[src/design/rfb_pkg.sv]
package rfb_pkg;

    // Input item kinds.
    localparam logic FUNC_START   = 1'b0;
    localparam logic FUNC_PAYLOAD = 1'b1;

    // Result status codes.
    localparam logic [1:0] ST_OK       = 2'd0;
    localparam logic [1:0] ST_NO_FRAME = 2'd1;
    localparam logic [1:0] ST_IN_FRAME = 2'd2;

    // Byte positions inside one burst of results.
    localparam logic [2:0] POS_ADDR  = 3'd0;
    localparam logic [2:0] POS_TYPE  = 3'd1;
    localparam logic [2:0] POS_LEN   = 3'd2;
    localparam logic [2:0] POS_CK_HI = 3'd3;
    localparam logic [2:0] POS_CK_LO = 3'd4;

    localparam logic [15:0] LOW_MASK = 16'h00FF;

    // Command queue between front and back.
    localparam int FIFO_DEPTH = 4;
    localparam int FIFO_AW    = 2;

    // One classified item. Payload and error items start at position POS_LEN,
    // with their byte in b2; headers start at POS_ADDR.
    typedef struct packed {
        logic [1:0]  status;
        logic        is_hdr;
        logic        has_cksum;
        logic [7:0]  b0;
        logic [7:0]  b1;
        logic [7:0]  b2;
        logic [15:0] cksum;
    } cmd_t;

endpackage

[src/design/rfb_in_if.sv]
interface rfb_in_if;
    logic       valid;
    logic       ready;
    logic       func;
    logic [7:0] dest_address;
    logic [7:0] message_type;
    logic [7:0] frame_length;
    logic [7:0] payload_byte;

    modport source (
        output valid, func, dest_address, message_type, frame_length, payload_byte,
        input  ready
    );
    modport sink (
        input  valid, func, dest_address, message_type, frame_length, payload_byte,
        output ready
    );
endinterface

[src/design/rfb_out_if.sv]
interface rfb_out_if;
    logic       valid;
    logic       ready;
    logic [7:0] tx_byte;
    logic       end_of_frame;
    logic [1:0] status;
    logic       last;

    modport source (
        output valid, tx_byte, end_of_frame, status, last,
        input  ready
    );
    modport sink (
        input  valid, tx_byte, end_of_frame, status, last,
        output ready
    );
endinterface

[src/design/response_frame_builder.sv]
// Channel  Role   Per transfer
// in_ch    sink   func, dest_address, message_type, frame_length, payload_byte
// out_ch   source tx_byte, end_of_frame, status, last
//
// The output gives one result per cycle while out_ch is ready. A payload item
// inside a frame or an error item gives one result; a start item gives three
// results, or five with a zero length, and the payload item that closes a
// frame gives three. The byte sequencer in the back end sets this; a four-deep
// command queue lets the front keep taking items during header and checksum
// bursts. Reset clears the frame state, the queue and the output valid flag.
// Input and output stall independently; a held result keeps its value.
module response_frame_builder
    import rfb_pkg::*;
(
    input  logic      clk,
    input  logic      rst_n,
    rfb_in_if.sink    in_ch,
    rfb_out_if.source out_ch
);

    logic push;
    cmd_t push_cmd;
    logic full;
    logic pop;
    cmd_t head;
    logic empty;

    rfb_front u_front (
        .clk      (clk),
        .rst_n    (rst_n),
        .in_ch    (in_ch),
        .full     (full),
        .push     (push),
        .push_cmd (push_cmd)
    );

    rfb_fifo u_fifo (
        .clk      (clk),
        .rst_n    (rst_n),
        .push     (push),
        .push_cmd (push_cmd),
        .full     (full),
        .pop      (pop),
        .head     (head),
        .empty    (empty)
    );

    rfb_back u_back (
        .clk    (clk),
        .rst_n  (rst_n),
        .head   (head),
        .empty  (empty),
        .pop    (pop),
        .out_ch (out_ch)
    );

endmodule

[src/design/rfb_front.sv]
module rfb_front
    import rfb_pkg::*;
(
    input  logic     clk,
    input  logic     rst_n,
    rfb_in_if.sink   in_ch,
    input  logic     full,
    output logic     push,
    output cmd_t     push_cmd
);

    logic        frame_open_reg;
    logic        frame_open_next;
    logic [7:0]  remaining_reg;
    logic [7:0]  remaining_next;
    logic [15:0] sum_reg;
    logic [15:0] sum_next;
    logic        accept;

    assign in_ch.ready = !full;
    assign accept      = in_ch.valid && !full;
    assign push        = accept;

    always_comb
    begin
        frame_open_next = frame_open_reg;
        remaining_next  = remaining_reg;
        sum_next        = sum_reg;
        push_cmd        = '0;
        push_cmd.status = ST_OK;
        if (in_ch.func == FUNC_START)
        begin
            if (frame_open_reg)
            begin
                push_cmd.status = ST_IN_FRAME;
            end
            else
            begin
                sum_next = {8'd0, in_ch.dest_address} + {8'd0, in_ch.message_type}
                         + {8'd0, in_ch.frame_length};
                remaining_next     = in_ch.frame_length;
                frame_open_next    = (in_ch.frame_length != 8'd0);
                push_cmd.is_hdr    = 1'b1;
                push_cmd.has_cksum = (in_ch.frame_length == 8'd0);
                push_cmd.b0        = in_ch.dest_address;
                push_cmd.b1        = in_ch.message_type;
                push_cmd.b2        = in_ch.frame_length;
                push_cmd.cksum     = sum_next;
            end
        end
        else
        begin
            if (!frame_open_reg)
            begin
                push_cmd.status = ST_NO_FRAME;
            end
            else
            begin
                sum_next           = sum_reg + {8'd0, in_ch.payload_byte};
                remaining_next     = remaining_reg - 8'd1;
                frame_open_next    = (remaining_next != 8'd0);
                push_cmd.has_cksum = (remaining_next == 8'd0);
                push_cmd.b2        = in_ch.payload_byte;
                push_cmd.cksum     = sum_next;
            end
        end
    end

    always_ff @(posedge clk or negedge rst_n)
    begin
        if (!rst_n)
        begin
            frame_open_reg <= 1'b0;
            remaining_reg  <= 8'd0;
            sum_reg        <= 16'd0;
        end
        else if (accept)
        begin
            frame_open_reg <= frame_open_next;
            remaining_reg  <= remaining_next;
            sum_reg        <= sum_next;
        end
    end

endmodule

[src/design/rfb_fifo.sv]
module rfb_fifo
    import rfb_pkg::*;
(
    input  logic clk,
    input  logic rst_n,
    input  logic push,
    input  cmd_t push_cmd,
    output logic full,
    input  logic pop,
    output cmd_t head,
    output logic empty
);

    localparam logic [FIFO_AW:0] DEPTH_COUNT = FIFO_DEPTH[FIFO_AW:0];

    cmd_t               mem [FIFO_DEPTH];
    logic [FIFO_AW-1:0] wr_ptr_reg;
    logic [FIFO_AW-1:0] rd_ptr_reg;
    logic [FIFO_AW:0]   count_reg;
    logic [FIFO_AW:0]   count_next;

    assign full  = (count_reg == DEPTH_COUNT);
    assign empty = (count_reg == '0);
    assign head  = mem[rd_ptr_reg];

    assign count_next = count_reg + {{FIFO_AW{1'b0}}, push} - {{FIFO_AW{1'b0}}, pop};

    always_ff @(posedge clk)
    begin
        if (push)
        begin
            mem[wr_ptr_reg] <= push_cmd;
        end
    end

    always_ff @(posedge clk or negedge rst_n)
    begin
        if (!rst_n)
        begin
            wr_ptr_reg <= '0;
            rd_ptr_reg <= '0;
            count_reg  <= '0;
        end
        else
        begin
            if (push)
            begin
                wr_ptr_reg <= wr_ptr_reg + 1'b1;
            end
            if (pop)
            begin
                rd_ptr_reg <= rd_ptr_reg + 1'b1;
            end
            count_reg <= count_next;
        end
    end

    a_no_overflow: assert property (@(posedge clk) disable iff (!rst_n)
        push |-> !full)
        else $error("command queue written while full");

    a_no_underflow: assert property (@(posedge clk) disable iff (!rst_n)
        pop |-> !empty)
        else $error("command queue read while empty");

    a_count_bound: assert property (@(posedge clk) disable iff (!rst_n)
        count_reg <= DEPTH_COUNT)
        else $error("command queue count out of range");

endmodule

[src/design/rfb_back.sv]
module rfb_back
    import rfb_pkg::*;
(
    input  logic      clk,
    input  logic      rst_n,
    input  cmd_t      head,
    input  logic      empty,
    output logic      pop,
    rfb_out_if.source out_ch
);

    logic [2:0] step_reg;
    logic [2:0] pos;
    logic [2:0] last_pos;
    logic       load;
    logic [7:0] sel_byte;

    logic       out_valid_reg;
    logic [7:0] tx_byte_reg;
    logic       eof_reg;
    logic [1:0] status_reg;
    logic       last_reg;

    assign pos      = (head.is_hdr ? POS_ADDR : POS_LEN) + step_reg;
    assign last_pos = head.has_cksum ? POS_CK_LO : POS_LEN;
    // The output register is free when empty or when its result is taken now.
    assign load     = !empty && (!out_valid_reg || out_ch.ready);
    assign pop      = load && (pos == last_pos);

    always_comb
    begin
        case (pos)
            POS_ADDR:  sel_byte = head.b0;
            POS_TYPE:  sel_byte = head.b1;
            POS_LEN:   sel_byte = head.b2;
            POS_CK_HI: sel_byte = head.cksum[15:8];
            POS_CK_LO: sel_byte = 8'(head.cksum & LOW_MASK);
            default:   sel_byte = 8'd0;
        endcase
    end

    always_ff @(posedge clk or negedge rst_n)
    begin
        if (!rst_n)
        begin
            step_reg      <= 3'd0;
            out_valid_reg <= 1'b0;
        end
        else
        begin
            if (load)
            begin
                step_reg <= pop ? 3'd0 : step_reg + 3'd1;
            end
            if (load)
            begin
                out_valid_reg <= 1'b1;
            end
            else if (out_ch.ready)
            begin
                out_valid_reg <= 1'b0;
            end
        end
    end

    always_ff @(posedge clk)
    begin
        if (load)
        begin
            tx_byte_reg <= sel_byte;
            eof_reg     <= (pos == POS_CK_LO);
            status_reg  <= head.status;
            last_reg    <= (pos == last_pos);
        end
    end

    assign out_ch.valid        = out_valid_reg;
    assign out_ch.tx_byte      = tx_byte_reg;
    assign out_ch.end_of_frame = eof_reg;
    assign out_ch.status       = status_reg;
    assign out_ch.last         = last_reg;

    a_eof_closes: assert property (@(posedge clk) disable iff (!rst_n)
        out_ch.valid && out_ch.end_of_frame |-> out_ch.last && out_ch.status == ST_OK)
        else $error("end of frame without last or with error status");

    a_error_single: assert property (@(posedge clk) disable iff (!rst_n)
        out_ch.valid && out_ch.status != ST_OK |-> out_ch.last && out_ch.tx_byte == 8'd0)
        else $error("error result is not a single zero byte");

    a_pos_range: assert property (@(posedge clk) disable iff (!rst_n)
        !empty |-> pos <= last_pos)
        else $error("burst position ran past its last result");

endmodule

[src/flat_wrapper.sv]
// flat-port wrapper written by rule: the top's interface ports become plain ports
module response_frame_builder_flat import rfb_pkg::*;
  (clk, rst_n, in_ch_valid, in_ch_func, in_ch_dest_address, in_ch_message_type, in_ch_frame_length, in_ch_payload_byte, in_ch_ready, out_ch_valid, out_ch_tx_byte, out_ch_end_of_frame, out_ch_status, out_ch_last, out_ch_ready);
  rfb_in_if in_ch_i ();
  rfb_out_if out_ch_i ();
  input  logic clk;
  input  logic rst_n;
  input wire logic [$bits(in_ch_i.valid)-1:0] in_ch_valid;
  input wire logic [$bits(in_ch_i.func)-1:0] in_ch_func;
  input wire logic [$bits(in_ch_i.dest_address)-1:0] in_ch_dest_address;
  input wire logic [$bits(in_ch_i.message_type)-1:0] in_ch_message_type;
  input wire logic [$bits(in_ch_i.frame_length)-1:0] in_ch_frame_length;
  input wire logic [$bits(in_ch_i.payload_byte)-1:0] in_ch_payload_byte;
  output wire logic [$bits(in_ch_i.ready)-1:0] in_ch_ready;
  output wire logic [$bits(out_ch_i.valid)-1:0] out_ch_valid;
  output wire logic [$bits(out_ch_i.tx_byte)-1:0] out_ch_tx_byte;
  output wire logic [$bits(out_ch_i.end_of_frame)-1:0] out_ch_end_of_frame;
  output wire logic [$bits(out_ch_i.status)-1:0] out_ch_status;
  output wire logic [$bits(out_ch_i.last)-1:0] out_ch_last;
  input wire logic [$bits(out_ch_i.ready)-1:0] out_ch_ready;
  assign in_ch_i.valid = in_ch_valid;
  assign in_ch_i.func = in_ch_func;
  assign in_ch_i.dest_address = in_ch_dest_address;
  assign in_ch_i.message_type = in_ch_message_type;
  assign in_ch_i.frame_length = in_ch_frame_length;
  assign in_ch_i.payload_byte = in_ch_payload_byte;
  assign in_ch_ready = in_ch_i.ready;
  assign out_ch_valid = out_ch_i.valid;
  assign out_ch_tx_byte = out_ch_i.tx_byte;
  assign out_ch_end_of_frame = out_ch_i.end_of_frame;
  assign out_ch_status = out_ch_i.status;
  assign out_ch_last = out_ch_i.last;
  assign out_ch_i.ready = out_ch_ready;
  response_frame_builder u_core (.clk(clk), .rst_n(rst_n), .in_ch(in_ch_i), .out_ch(out_ch_i));
endmodule
[config.mk]
export PLATFORM = sky130hd
export DESIGN_NAME = response_frame_builder_flat
export DESIGN_NICKNAME = d
export VERILOG_FILES = /design/src/design/rfb_pkg.sv /design/src/design/rfb_in_if.sv /design/src/design/rfb_out_if.sv /design/src/design/response_frame_builder.sv /design/src/design/rfb_front.sv /design/src/design/rfb_fifo.sv /design/src/design/rfb_back.sv /design/src/flat_wrapper.sv
export SDC_FILE = /design/constraint.sdc
export NUM_CORES = 1
export LEC_CHECK = 0
export ABC_AREA = 1
export BUFFER_PORTS_ARGS = -buffer_cell sky130_fd_sc_hd__buf_2
export CORE_MARGIN = 4
export CORE_UTILIZATION = 56
export CTS_CLUSTER_DIAMETER = 150
export DETAILED_ROUTE_END_ITERATION = 10
export HOLD_SLACK_MARGIN = 0.15
export PLACE_DENSITY_LB_ADDON = 0.25
export SYNTH_ARGS = -nofsm -noshare
export SYNTH_HDL_FRONTEND = slang
export SYNTH_SLANG_ARGS = --single-unit
[constraint.sdc]
create_clock -name clk -period 3.05 [get_ports clk]
set_input_delay 0.4575 -clock clk [delete_from_list [all_inputs] [get_ports clk]]
set_output_delay 0.4575 -clock clk [all_outputs]
set_load 0.02 [all_outputs]
# Word-level counts from Yosys, hierarchy flattened
# Memory sizes are Yosys's and may differ from the RTL's.
# Index checks and enable logic that the tools add are counted.
dict set report op_classes {
  addsub 10
  n_mul 0
  div 0
  magnitude_cmp 0
  eq_ne 8
  n_shift 0
  muxes 27
  bitwise 0
  reduce_logical 15
}
# operator count
set ops {}
lappend ops {{16-bit 2-to-1 mux} 4}
lappend ops {{24-bit 2-to-1 mux} 2}
lappend ops {{42-bit 2-to-1 mux} 1}
lappend ops {{8-bit one-hot mux with 5 select lines} 1}
lappend ops {{8-bit 2-to-1 mux} 3}
lappend ops {{16-bit by 8-bit adder with 16-bit output} 1}
lappend ops {{8-bit logical NOT} 2}
lappend ops {{8-bit nonzero test} 2}
lappend ops {{1-bit 2-to-1 mux} 11}
lappend ops {{9-bit by 8-bit adder with 10-bit output} 1}
lappend ops {{8-bit by 8-bit adder with 9-bit output} 1}
lappend ops {{8-bit by 1-bit subtractor with 8-bit output (second input constant)} 1}
lappend ops {{3-bit by 2-bit equality test with 1-bit output (second input constant)} 2}
lappend ops {{3-bit equality test (second input constant)} 2}
lappend ops {{3-bit logical NOT} 2}
lappend ops {{2-bit 2-to-1 mux} 3}
lappend ops {{3-bit 2-to-1 mux} 2}
lappend ops {{2-bit by 1-bit adder with 2-bit output (second input constant)} 2}
lappend ops {{3-bit by 1-bit adder with 3-bit output} 1}
lappend ops {{3-bit by 1-bit adder with 3-bit output (second input constant)} 1}
lappend ops {{3-bit adder} 1}
lappend ops {{3-bit by 1-bit equality test with 1-bit output (second input constant)} 1}
lappend ops {{3-bit equality test} 1}
lappend ops {{1-bit logical AND} 3}
lappend ops {{other kinds (7)} 9}
dict set report word_totals {
  reg_bits 48
  latchBits 0
  ram_bits 176
  rom_bits 0
  input_bits 37
  out_inout_bits 14
  wordCells 73
  memories 1
}
# memory depth word_bits read_ports rd_ports_with_merged_regs write_ports line_no
set mem_list {}
lappend mem_list {u_core.u_fifo.mem 4 44 1 0 1 rfb_fifo.sv:16} ;# cmd_t mem [FIFO_DEPTH];

# Logic depth before layout (Yosys ltp)
# Gate-level depths: netlist of run 1.
# An unclocked memory read counts as a cell.
dict set report logic_depth {
  ltp_word 6
  mapped_depth 19
}

# Cells and area by module
# Synthesis of run 1 repeated with hierarchy kept, for this count alone.
dict set report unflattened {
  hier_cells 1358
  hier_area_um2 11900.2
}
# module instances cells_per_inst area_per_inst_um2 seq_area_each_um2
set modules_own_cells {}
lappend modules_own_cells {rfb_fifo 1 735 7783.7 5460.2}
lappend modules_own_cells {rfb_front 1 471 2982.9 625.6}
lappend modules_own_cells {rfb_back 1 152 1133.6 460.4}

# Worst setup path after synthesis of run 1
# OpenSTA, ideal clock, no wires.
dict set report synth_path {
  kind {register to register}
  start {reg u_core.u_fifo.rd_ptr_reg[0]}
  end {reg u_core.u_fifo.count_reg[2]}
  setup_ps 129
  t_arrival_ps 2988
  required_time_ps 2921
  path_slack_ps -66
  path_stages_with_launch 20
  period_less_slack_ps 3116
  path_cell_list {dfrtp_1 buf_6 inv_4 buf_6 buf_2 nand2_1 a32o_1 ha_1 or2_4 nand2_4 nand2_2 nand3_2 nand3_4 nor2_8 xor2_1 ha_1 inv_1 fa_1 xnor2_1 xor2_1}
}
dict set report synth_via {
  elab_chain_len 6
}
# element line_no
set synth_rtl {}
lappend synth_rtl {{from (decl)} rfb_fifo.sv:18} ;# logic [FIFO_AW-1:0] rd_ptr_reg;
lappend synth_rtl {{from (signal assigned)} rfb_fifo.sv:52} ;# rd_ptr_reg <= rd_ptr_reg + 1'b1;
lappend synth_rtl {{memory read 4 x 44 bit (*)} --}
lappend synth_rtl {{2-bit 2-to-1 mux} rfb_back.sv:24} ;# assign pos = (head.is_hdr ? POS_ADDR : POS_LEN) + step_reg;
lappend synth_rtl {{3-bit adder} rfb_back.sv:24}
lappend synth_rtl {{3-bit equality test (*)} rfb_back.sv:28} ;# assign pop = load && (pos == last_pos);
lappend synth_rtl {{1-bit logical AND (*)} rfb_back.sv:28}
lappend synth_rtl {{3-bit by 1-bit subtractor with 3-bit output (*)} rfb_fifo.sv:26} ;# assign count_next = count_reg + {{FIFO_AW{1'b0}}, push} - {{FIFO_AW{1'b0}}, pop};
lappend synth_rtl {{via u_core.u_fifo.count_next[2]} rfb_fifo.sv:20} ;# logic [FIFO_AW:0] count_next;
lappend synth_rtl {{to (signal assigned)} rfb_fifo.sv:54} ;# count_reg <= count_next;
lappend synth_rtl {{to (decl)} rfb_fifo.sv:19} ;# logic [FIFO_AW:0] count_reg;
# Mark *: on every way through the listed nets, which the timed path passes. The rest lies on a longest branch.
# A chain may end at the register's enable or synchronous reset.

# Final worst setup path of run 1
# Same ends and word-level chain as after synthesis.

==> flow_summary.json, run 1 <==
{
  "grt_overflow_total": 0,
  "dpl.hpwl_um": 16730,
  "setup_viol": 0,
  "drive_gt1_share_pct": 12.53,
  "final_cell_mix": "nand2_1 (217), edfxtp_1 (188), nor2_1 (138), o21ai_0 (102), inv_1 (68)",
  "post-route-min-period_ns": 2.939,
  "clk_pin_slew_worst_paths_ns": 0.06,
  "tightest_slew_ns": 0.9052,
  "hp-class": "in -> reg",
  "grt_max_degree": 85,
  "p_per_area_nw_per_um2": 1011,
  "cp_data_arrival_time_ns": 3.34,
  "drt-initial-drc-count": 669,
  "num_rows": 50,
  "power_uw": 12360,
  "synth_ff_type": "edfxtp_1",
  "drv_cap": 0,
  "vias_per_cell": 5.594,
  "dr_total_vias": 7747,
  "drt_wl_total_um": 24890,
  "worst_slack_ns": 0.1109,
  "nNetsFinal": 1184,
  "hold_violations": 0,
  "antenna-diode-count": 0,
  "synth_cell_types": 50,
  "mostFrequentLayoutCell": "nand2_1",
  "yosysSeqAreaShare_pct": 60.65,
  "initial_core_util_pct": 57.32,
  "clock.fmax_mhz": 340.2,
  "grt_pass1_wl_um": 39900,
  "cts_tree": "done",
  "preCtsSetupSlack_ns": 0.08338,
  "grt_pass1_vias": 7547,
  "root_buffer": "clkbuf_16",
  "crit_path_start_kind": "flop",
  "post-route-period-util_pct": 96.36,
  "status": "completed",
  "skew_ns": 0.01662,
  "antenna_left": 0,
  "avgSynthCellArea_um2": 10.28,
  "crit_fanout": 6,
  "cts_sinks": 224,
  "wl_per_cell_um": 17.97,
  "max_slew_margin_pct": 39.65,
  "clk_path_buf_depth": 3,
  "cp-end-kind": "flop",
  "antenna_found_initial": 0,
  "drc_errors": 0,
  "ys_seq_elements": 224,
  "largest_register_ffs": 176,
  "holdWs_ns": 0.3533,
  "yosysWarnings": 0,
  "synthToLayoutAreaGrowth_pct": 13.27,
  "cp.required_ns": 3.45,
  "numCtsBuffers": 23,
  "synth_edf_count": 188,
  "worstSkewPairLatency_ns": 0.52,
  "leakage_uw": 0.004923,
  "worstSetupPathType": "reg -> reg",
  "netlist_instances": 1050,
  "pin_count": 51,
  "grt_usage_pct": 23.24,
  "slew_viol_final": 0,
  "grt_setup_unrepaired": "true",
  "async_flop_share_pct": 16.07,
  "numPortBuffers": 50,
  "die_area_um2": 21560,
  "die_h_um": 146.8,
  "vdd_drop_max_uv": 603.0,
  "gp_congestion": 0.9313,
  "h-tree-depth": 1,
  "synthesis.area_um2": 10790,
  "syn-num-nets": 1125,
  "firstDrtPassIters": 5,
  "chipWidth_um": 146.8,
  "coreArea_um2": 18830
}
[cell usage after synthesis, types with 2 or more instances]
| cell type | count | area, µm² |
|---|---|---|
| edfxtp_1 | 188 | 5645 |
| buf_2 | 23 | 115.1 |
| xnor2_1 | 3 | 26.28 |
| o22ai_1 | 42 | 262.8 |
| nand2_1 | 217 | 814.5 |
| o21a_1 | 3 | 22.52 |
| nand2_2 | 2 | 12.51 |
| ha_1 | 27 | 337.8 |
| o21ai_0 | 102 | 510.5 |
| nor3_1 | 4 | 20.02 |
| dfrtp_1 | 36 | 900.9 |
| nand3b_1 | 13 | 97.59 |
| o21ai_1 | 22 | 110.1 |
| buf_6 | 3 | 33.78 |
| buf_1 | 2 | 7.510 |
| clkinv_1 | 2 | 7.510 |
| nor2_2 | 2 | 12.51 |
| nand4_1 | 9 | 56.30 |
| fa_1 | 11 | 220.2 |
| mux2i_1 | 4 | 40.04 |
| xor2_1 | 8 | 70.07 |
| or2_1 | 2 | 12.51 |
| nor2_1 | 142 | 533.0 |
| nand3_1 | 56 | 280.3 |
| clkbuf_1 | 14 | 52.55 |
| inv_1 | 68 | 255.2 |
| nand3_2 | 4 | 40.04 |
| inv_2 | 4 | 15.01 |
| a21oi_1 | 16 | 80.08 |
[cells by family (layout without fill, tap and decap cells)]
family	Yosys count	in the layout	synth area share (%)
AND/OR/NAND/NOR	461	461	18.37
flip-flops	224	224	60.65
AO/OA/AOI/OAI	193	193	9.854
buffers and inverters	119	194	4.683
adder cells (fa/ha/maj)	38	38	5.170
XOR/XNOR	11	11	0.8927
multiplexers	4	4	0.3710
[cell type report]
class	instances	area, µm²
timing repair buffer	78	478.0
tap	260	325.3
sequential	224	6548
inverter	75	284.0
fill	1433	6605
clock buffer	30	631.9
multi-input combinational	707	3794
clock inverter	11	165.2
[through the flow]
step	TNS (ns)	util, %	area, µm²	std cells
after detailed placement	0	60.27	11350	1337
after floorplan	-3.377	-	10800	1050
after global routing	-0.03536	64.92	12230	1385
after global placement	0	60.27	11350	1337
after CTS	0	64.60	12170	1380
final	0	64.92	12230	1385
[layer usage]
metal  routed length [µm]  vias to the layer above  track usage [%]
met4                  880                        0            8.420
li1                     -                     3741                -
met5                    0                        -                0
met3                 1523                       61            2.807
met2                11780                      252            37.77
met1                10700                     3693            32.62
[power breakdown]
part | switching (µW) | total (µW) | leakage, µW | internal, µW
logic | 3260 | 4800 | 0.00231 | 1540
registers | 288 | 4650 | 0.00222 | 4360
clock network | 1120 | 2920 | 0.000390 | 1800
total | 4670 | 12400 | 0.00492 | 7700
[final timing paths]
path | start | depth (start not counted) | endpoint | slack (ns)
worst max-delay path | u_core.u_fifo.rd_ptr_reg[0]$_DFFE_PN0P_ | 16 | u_core.u_fifo.count_reg[2]$_DFF_PN0_ | 0.11
worst min-delay path | in_ch_frame_length[0] | 5 | u_core.u_front.remaining_reg[0]$_DFFE_PN0P_ | 0.35
worst max register to register | u_core.u_fifo.rd_ptr_reg[0]$_DFFE_PN0P_ | 16 | u_core.u_fifo.count_reg[2]$_DFF_PN0_ | 0.11
worst min register to register | u_core.u_front.sum_reg[7]$_DFFE_PN0P_ | 2 | u_core.u_front.sum_reg[7]$_DFFE_PN0P_ | 0.49
max in group asynchronous | rst_n | 2 | u_core.u_fifo.rd_ptr_reg[0]$_DFFE_PN0P_ | 1.81
min in group asynchronous | rst_n | 2 | u_core.u_front.remaining_reg[0]$_DFFE_PN0P_ | 0.61
[critical path, stage by stage (launching register included)]
cell and delay, ns:
dfrtp_2 0.44, inv_4 0.08, nand2_1 0.05, a32o_1 0.22
ha_2 0.18, or2_4 0.26, nand2_4 0.10, nand2_2 0.07
nand3_2 0.08, nand3_4 0.12, nor2_8 0.17, xor2_2 0.18
ha_2 0.19, inv_1 0.05, fa_2 0.35, xnor2_2 0.14
xor2_1 0.14
[what timing repair did]
action                     in CTS  in global routing
gates resized for setup         0                  5
hold buffers                    2                  0
hold endpoints to repair       37                  0
buffers inserted                0                  5
setup endpoints to repair       0                  1
(Power assumes the default switching activity.)
==> run 2: changes to the inputs <==
- ABC_AREA: 1 -> 0
- CORE_UTILIZATION: 56 -> 55
- REMOVE_ABC_BUFFERS: default -> 1
==> flow_summary.json, run 2 <==
{
  "antenna_found_initial": 0,
  "ys_seq_elements": 224,
  "tightest_slew_ns": 0.9149,
  "cpPeakStageDelay_ns": 0.50,
  "numPortBuffers": 50,
  "cp.required_ns": 3.44,
  "mostFrequentLayoutCell": "edfxtp_1",
  "grt_usage_pct": 22.79,
  "synth_cell_types": 57,
  "p_per_area_nw_per_um2": 1020,
  "skew_ns": 0.01317,
  "drt_wl_total_um": 22980,
  "post-route-period-util_pct": 96.04,
  "initial_core_util_pct": 56.63,
  "h-tree-depth": 1,
  "die_h_um": 144.7,
  "nNetsFinal": 842,
  "synth_largest_area_cell": "edfxtp_1",
  "post-route-min-period_ns": 2.929,
  "grt_overflow_total": 0,
  "avgSynthCellArea_um2": 14.94,
  "antenna_left": 0,
  "yosysSeqAreaShare_pct": 63.70,
  "async_flop_share_pct": 16.07,
  "synth_edf_count": 188,
  "chipWidth_um": 144.7,
  "synth_area_leaders": "edfxtp_1 (55%), mux4_2 (9.6%), dfrtp_1 (8.8%)",
  "coreArea_um2": 18150,
  "clk_pin_slew_worst_paths_ns": 0.06,
  "root_buffer": "clkbuf_16",
  "cp-startpoint": "u_core.u_fifo.rd_ptr_reg[0]$_DFFE_PN0P_",
  "leakage_uw": 0.004384,
  "synth_ff_type": "edfxtp_1",
  "wl_per_cell_um": 22.69,
  "drc_errors": 0,
  "worst_path_most_repeated_cell": "xnor2_2",
  "final_cell_mix": "edfxtp_1 (188), nand2_1 (57), buf_2 (50), mux4_2 (44), nor2_1 (36)",
  "vias_per_cell": 6.174,
  "numCtsBuffers": 23,
  "hold_violations": 0,
  "grt_pass1_vias": 6463,
  "grt_max_degree": 45,
  "cp_data_arrival_time_ns": 3.32,
  "cp-end-kind": "flop",
  "clock.fmax_mhz": 341.4,
  "critPathSlowestCell": "mux4_2",
  "worstPathBufferInverterCount": 2,
  "dr_total_vias": 6254,
  "max_slew_margin_pct": 39.01,
  "antenna-diode-count": 0,
  "holdWs_ns": 0.2727,
  "drt-initial-drc-count": 587,
  "crit_fanout": 3,
  "yosysWarnings": 0,
  "yosysMostFrequentCell": "edfxtp_1",
  "slew_viol_final": 0,
  "critPathTopFamily": "adder cells",
  "cts_tree": "done",
  "hp-class": "in -> reg",
  "holdCritStartpoint": "in_ch_frame_length[0]",
  "num_rows": 49,
  "ys_top_cells_by_count": "edfxtp_1 (188), nand2_1 (57), mux4_2 (44), dfrtp_1 (36), nor2_1 (36)",
  "status": "completed",
  "largest_register_ffs": 176,
  "gp_congestion": 0.8767,
  "netlist.area_leader.share_pct": 54.94,
  "die_area_um2": 20940,
  "worstSetupPathType": "reg -> reg",
  "grt_setup_unrepaired": "true",
  "r2r_start": "u_core.u_fifo.rd_ptr_reg[0]$_DFFE_PN0P_",
  "crit_chain": "mux4_2 -> inv_2 -> ha_4 -> xnor2_2 -> nand2_2 -> o22a_1 -> nor2_4 -> and2_4 -> xor2_2 -> ha_1 -> inv_1 -> fa_2 -> xnor2_2 -> xnor2_1",
  "drv_cap": 0,
  "dpl.hpwl_um": 14730,
  "grt_pass1_wl_um": 35930,
  "drive_gt1_share_pct": 23.98,
  "netlist_instances": 688,
  "firstDrtPassIters": 6,
  "clk_path_buf_depth": 3,
  "pin_count": 51,
  "fin_util_pct": 64.93,
  "vdd_drop_max_uv": 562.4,
  "synthToLayoutAreaGrowth_pct": 14.66,
  "cts_sinks": 224,
  "synthesis.area_um2": 10280,
  "worstSkewPairLatency_ns": 0.51,
  "crit_path_start_kind": "flop",
  "setup_viol": 0
}
[run 2: cell types whose count changed after synthesis, moves of 18 or more]
cell | previous run | this run
nand2_1 | 217 | 57
nor2_1 | 142 | 36
o21ai_0 | 102 | 17
inv_1 | 68 | 24
mux4_2 | 0 | 44
nand3_1 | 56 | 12
o22ai_1 | 42 | 13
a21oi_1 | 16 | 35
buf_2 | 23 | 5
[run 2: logic make-up (layout without fill, tap and decap cells)]
logic type	Yosys count	count (layout)	synth area share [%]
AOI/OAI and AO/OA	131	131	7.841
xor gates and xnor gates	28	28	2.533
DFF	224	224	63.70
muxes	60	60	11.20
and+or+nand+nor	151	151	6.928
buffers and inverters	56	152	2.362
adders and majority gates	38	38	5.430
[run 2: worst paths after layout]
path | endpoint | slack (ns) | depth (start not counted)
max reg2reg | u_core.u_fifo.count_reg[2]$_DFF_PN0_ | 0.12 | 14
max in group asynchronous | u_core.u_fifo.rd_ptr_reg[1]$_DFFE_PN0P_ | 1.86 | 2
max | u_core.u_fifo.count_reg[2]$_DFF_PN0_ | 0.12 | 14
min in group asynchronous | u_core.u_fifo.count_reg[0]$_DFF_PN0_ | 0.60 | 2
min reg2reg | u_core.u_front.sum_reg[3]$_DFFE_PN0P_ | 0.51 | 2
min | u_core.u_front.remaining_reg[0]$_DFFE_PN0P_ | 0.27 | 3
[run 2: area by class of cell]
cell class / count / area, µm²
Clock inverter: 17 / 201.4
Tap cell: 229 / 286.5
Fill cell: 1314 / 6365
Inverter: 25 / 93.84
Multi-Input combinational cell: 408 / 3526
Timing Repair Buffer: 85 / 543.0
Clock buffer: 25 / 583.1
Sequential cell: 224 / 6549
[run 2: metrics by stage]
stage	instance area, µm²	std cells	total power (µW)	setup TNS, ns	setup WS [ns]
floorplan	10130	657	7665	-16.65	-1.907
CTS	11760	1012	12050	0	0.007252
finish	11780	1013	12020	0	0.1207
global route	11780	1013	12680	-0.02513	-0.02513
detailed placement	10940	968	9118	-0.6615	-0.07007
global placement	10940	968	8958	-0.2682	-0.04017
[run 2: worst reg2reg max path: stages (launching register included)]
cell and delay [ns]:
dfrtp_2 0.37, mux4_2 0.50, inv_2 0.08, ha_4 0.15
xnor2_2 0.13, nand2_2 0.08, o22a_1 0.24, nor2_4 0.11
and2_4 0.17, xor2_2 0.15, ha_1 0.16, inv_1 0.05
fa_2 0.35, xnor2_2 0.15, xnor2_1 0.13
[run 2: what timing repair did]
item                                    4_1_cts  5_1_grt
endpoints found under the hold margin        37        0
gates resized for setup                       2        4
buffers inserted                              0        1
pin swaps                                     1        2
hold buffers                                  2        0
endpoints found under the setup margin        1        2
[run 2: layer usage]
metal  part of all wire (%)  GRT usage [%]  wire, µm  vias to the layer above
li1                       -              -         -                     2790
met1                     43          32.85      9946                     3189
met2                     47          36.77     10880                      237
met3                    7.0          3.878      1602                       38
met4                    2.4          5.940       551                        0
met5                      0              0         0                        -
[run 2: where the power goes]
| group | internal (µW) | switching [µW] | leakage (µW) |
|---|---|---|---|
| clock network | 1740 | 1180 | 0.000389 |
| registers | 4350 | 363 | 0.00219 |
| logic | 1850 | 2530 | 0.00181 |
| total | 7940 | 4080 | 0.00438 |
